[src/design/lcvp_pkg.sv]
// ----------------------------------------------------------------------------
// lcvp_pkg
// Shared types and constants of the looping clip voice player.
// ----------------------------------------------------------------------------
package lcvp_pkg;

  localparam int CHANNELS_DEF   = 8;
  localparam int CLIP_DEPTH_DEF = 4096;

  localparam int SAMPLE_W = 16;
  localparam int MAG_W    = 17;
  localparam int VOL_W    = 7;
  localparam int VOL_FULL = 100;

  // q = (n * RECIP_M) >> RECIP_SHIFT equals n / 100 for n < 2^22
  localparam int MUL_A_W     = 23;
  localparam int MUL_B_W     = 23;
  localparam int MUL_P_W     = MUL_A_W + MUL_B_W;
  localparam int RECIP_SHIFT = 29;
  localparam logic [MUL_B_W-1:0] RECIP_M = 23'd5368710;

  typedef enum logic [2:0] {
    KIND_RENDER     = 3'd0,
    KIND_CONTINUE   = 3'd1,
    KIND_PAUSE      = 3'd2,
    KIND_PLAY_ONCE  = 3'd3,
    KIND_SET_VOLUME = 3'd4,
    KIND_LOAD_WORD  = 3'd5,
    KIND_SET_LENGTH = 3'd6,
    KIND_UNUSED     = 3'd7
  } kind_t;

  typedef struct packed {
    kind_t              kind;
    logic [3:0]         channel;
    logic signed [7:0]  volume_request;
    logic [12:0]        clip_position;
    logic signed [15:0] clip_sample;
  } in_item_t;

  typedef struct packed {
    logic signed [15:0] sample;
    logic [3:0]         out_channel;
    logic               last;
    logic               status;
  } out_item_t;

endpackage

[src/design/lcvp_mul.sv]
// ----------------------------------------------------------------------------
// lcvp_mul
// Shared unsigned multiplier with registered product.
// ----------------------------------------------------------------------------
module lcvp_mul (
  input  logic                          clk,
  input  logic                          en,
  input  logic [lcvp_pkg::MUL_A_W-1:0]  a,
  input  logic [lcvp_pkg::MUL_B_W-1:0]  b,
  output logic [lcvp_pkg::MUL_P_W-1:0]  p
);
  import lcvp_pkg::*;

  logic [MUL_P_W-1:0] p_r;

  always_ff @(posedge clk) begin
    if (en) begin
      p_r <= MUL_P_W'(a) * MUL_P_W'(b);
    end
  end

  assign p = p_r;

endmodule

[config.mk]
export PLATFORM = sky130hd
export DESIGN_NAME = lcvp_mul
export DESIGN_NICKNAME = d
export VERILOG_FILES = /design/src/design/lcvp_pkg.sv /design/src/design/lcvp_mul.sv
export SDC_FILE = /design/constraint.sdc
export NUM_CORES = 1
export LEC_CHECK = 0
export ABC_AREA = 1
export BUFFER_PORTS_ARGS = -buffer_cell sky130_fd_sc_hd__clkbuf_2
export CAP_MARGIN = 15
export CELL_PAD_IN_SITES_DETAIL_PLACEMENT = 0
export CELL_PAD_IN_SITES_GLOBAL_PLACEMENT = 1
export CORE_UTILIZATION = 49
export CTS_CLUSTER_DIAMETER = 100
export DETAILED_ROUTE_END_ITERATION = 10
export GPL_ROUTABILITY_DRIVEN = 0
export GPL_TIMING_DRIVEN = 0
export MAX_ROUTING_LAYER = met4
export PLACE_DENSITY = 0.88
export SETUP_SLACK_MARGIN = 0.05
export SYNTH_ARGS = -nofsm -noshare
export SYNTH_HDL_FRONTEND = slang
export SYNTH_SLANG_ARGS = --single-unit
[constraint.sdc]
create_clock -name clk -period 7.6 [get_ports clk]
set_input_delay 0.38 -clock clk [delete_from_list [all_inputs] [get_ports clk]]
set_output_delay 0.38 -clock clk [all_outputs]
set_load 0.1 [all_outputs]
==> impl_results.md <==
* Top Ports at 94
* HPWL Detailed at 52000 um
* Fraction of layout cells with a size suffix above 1 at ~5.1%
* Cell repeated most along the worst path: fa_1
* Worst path slowest cell: clkbuf_1
* Setup slack after layout at 842 ps
* H-Tree Depth at 2
* Post-route ant nets at 0
* Max Fanout on Critical Path at 10
* Status: complete, no violations
* Reg clk slew, reported paths at approximately 70 ps
* Number of global-route vias before repair at 17.3k
* Die Y at 206 um
* Pre-CTS setup slack at about 640 ps
* Hold depth at 3
* Iteration-0 DRC Markers at 1490
* Clk sinks at 46
* Critical Path RT at between 7000 and 8000 ps
* Max Clock Freq at 0.148 GHz
* Max-Cap Viols at 0
* Post-layout minimum cycle time at 6760 ps
* Arrival @ worst endpoint at 6820 ps
* Most frequent cells in the layout: 887 x inv_1, 829 x nand2_1, 438 x fa_1
* Setup crit start kind: input pin
* Chip width at between 200 and 250 um
* Unrepaired setup endpoints after global routing: false
* Overall Global Routing Usage at a little under a third
* Core region area at 40800 sq um
* Fillers at 3954
* Slew headroom at approximately 35%
* First-pass GRT wire length at 96800 um
* Worst-margin pin slew at 980 ps
* Clock Tree Buf Depth at 2
* Max FFs per register at 46
* Post-synth cell types at 25
* Final Hold Viols at 0
* Layout area overhead at 6.52%
* Die ar. at between 40000 and 50000 sq um
* Port Buf Inserts at 93
* Routed vias at 16.6k
* DRT Pass-1 Iters at 6
* Final nets at ~3.4k
* Initial antenna violation count at 1
* Buf/Inv on CP at 7
* Syn Area/Cell at 7.58 sq um
* Post-CTS Hold Fix Bufs at 0
* Vias/cell at about 5.0
* Critical path's top delay family: adder cells
* Cell count after placement at 3302
* CTS Buf Count at 5
* Final core utilization at 52.9%
* Final Setup Violations at 0
* Setup_tns at 0 ps
* Crit path kind: in -> reg
* Hold WC Path Type: in -> reg
* Setup crit end kind: register
* PostCTS Resize Cnt at 0
* TritonCTS clock tree: yes
* Max-slew violation count at 0
* Routed Wire Length at 60300 um
* Yosys reg bits at 46
* Mapped Cells at ~2.7k
* Post-CTS Setup Bufs at 0
* Slowest stage delay, CP at 770 ps
* Post-Syn Area at a little over 20000 sq um
* Total gr overflow at 0
* Post-synthesis sequential area ratio at under 10%
* Final non-filler cell total at around 3.3k
* Largest net degree at the start of global routing at 47
* DR DRC count at 0
* Core Rows at 74
* Synth Warn # at 0
* Levels on crit path at 25
* Area leader, netlist: fa_1
* CTS Root Cell: clkbuf_16
* Initial Util at 49.7%
* Drt wl/cell at 18.2 um
* Most common cell after layout, fill and taps aside: inv_1
* Post-Syn Nets at 3335
* Post-synth top area share at between 40% and 50%
* Fin crit share at ~89%
* Synth top area cells: fa_1 43%, inv_1 16%, nand2_1 15%
## logic make-up after synthesis
kind of cell	after synthesis	synth area share [%]
adders and majority gates	610	53.8
DFF	46	6.81
xor gates and xnor gates	27	1.17
AOI/OAI and AO/OA	44	1.17
buffers and inverters	983	18.2
and+or+nand+nor	967	18.9
## metrics by stage
stage | hold WS [ps] | cell area, sq um
final | 463 | 21600
after global routing | 484 | 21600
after CTS | 462 | 21600
after detailed placement | 767 | 21400
after global placement | 767 | 21400
after floorplan | 492 | 20300
## routing by layer
metal / up-vias / wire length, um / global-route usage (%)
li1: 7592 / - / -
met1: 8063 / 24900 / 42.7
met2: 782 / 27000 / 47.9
met3: 151 / 6040 / 5.99
met4: 0 / 2350 / 10.6
met5: - / 0 / -
## tightest hold or removal path, cell delays in order
cell and delay, ps:
clkbuf_2 140, nand2_1 60, inv_1 80
## path summary, 6_finish.rpt
path	start	endpoint	slack, ps
min	b[0]	p[0]	460
max	b[8]	p[42]	840
## cell usage after synthesis
cell type,number
nor2_4,5
nand2b_1,1
xnor2_1,7
nor3_1,4
edfxtp_1,46
nor2_1,63
and2_1,2
xor2_1,20
o21bai_1,5
inv_2,4
nand4_1,2
a21oi_1,30
inv_1,887
nand3_1,29
nor2_2,6
or2_2,1
a31oi_1,4
nand3_2,8
o21ai_0,5
ha_1,172
nand2_1,829
fa_1,438
clkbuf_1,92
nand2_2,15
or2_1,2
## layout make-up
type	count	area (sq um)	area share, %
Sequential cell	46	1380	6.39
Clock buffer	5	125	0.579
Timing Repair Buffer	94	485	2.25
Tap cell	532	666	3.08
Inverter	891	3340	15.5
Multi-Input combinational cell	1648	15200	70.4
Clock inverter	3	43.8	0.203
Buffer	92	345	1.60
Antenna cell	1	2.50	0.0116
Power is not shown: default switching activity piles up to over one toggle a cycle in this logic, so the estimate is an artifact.
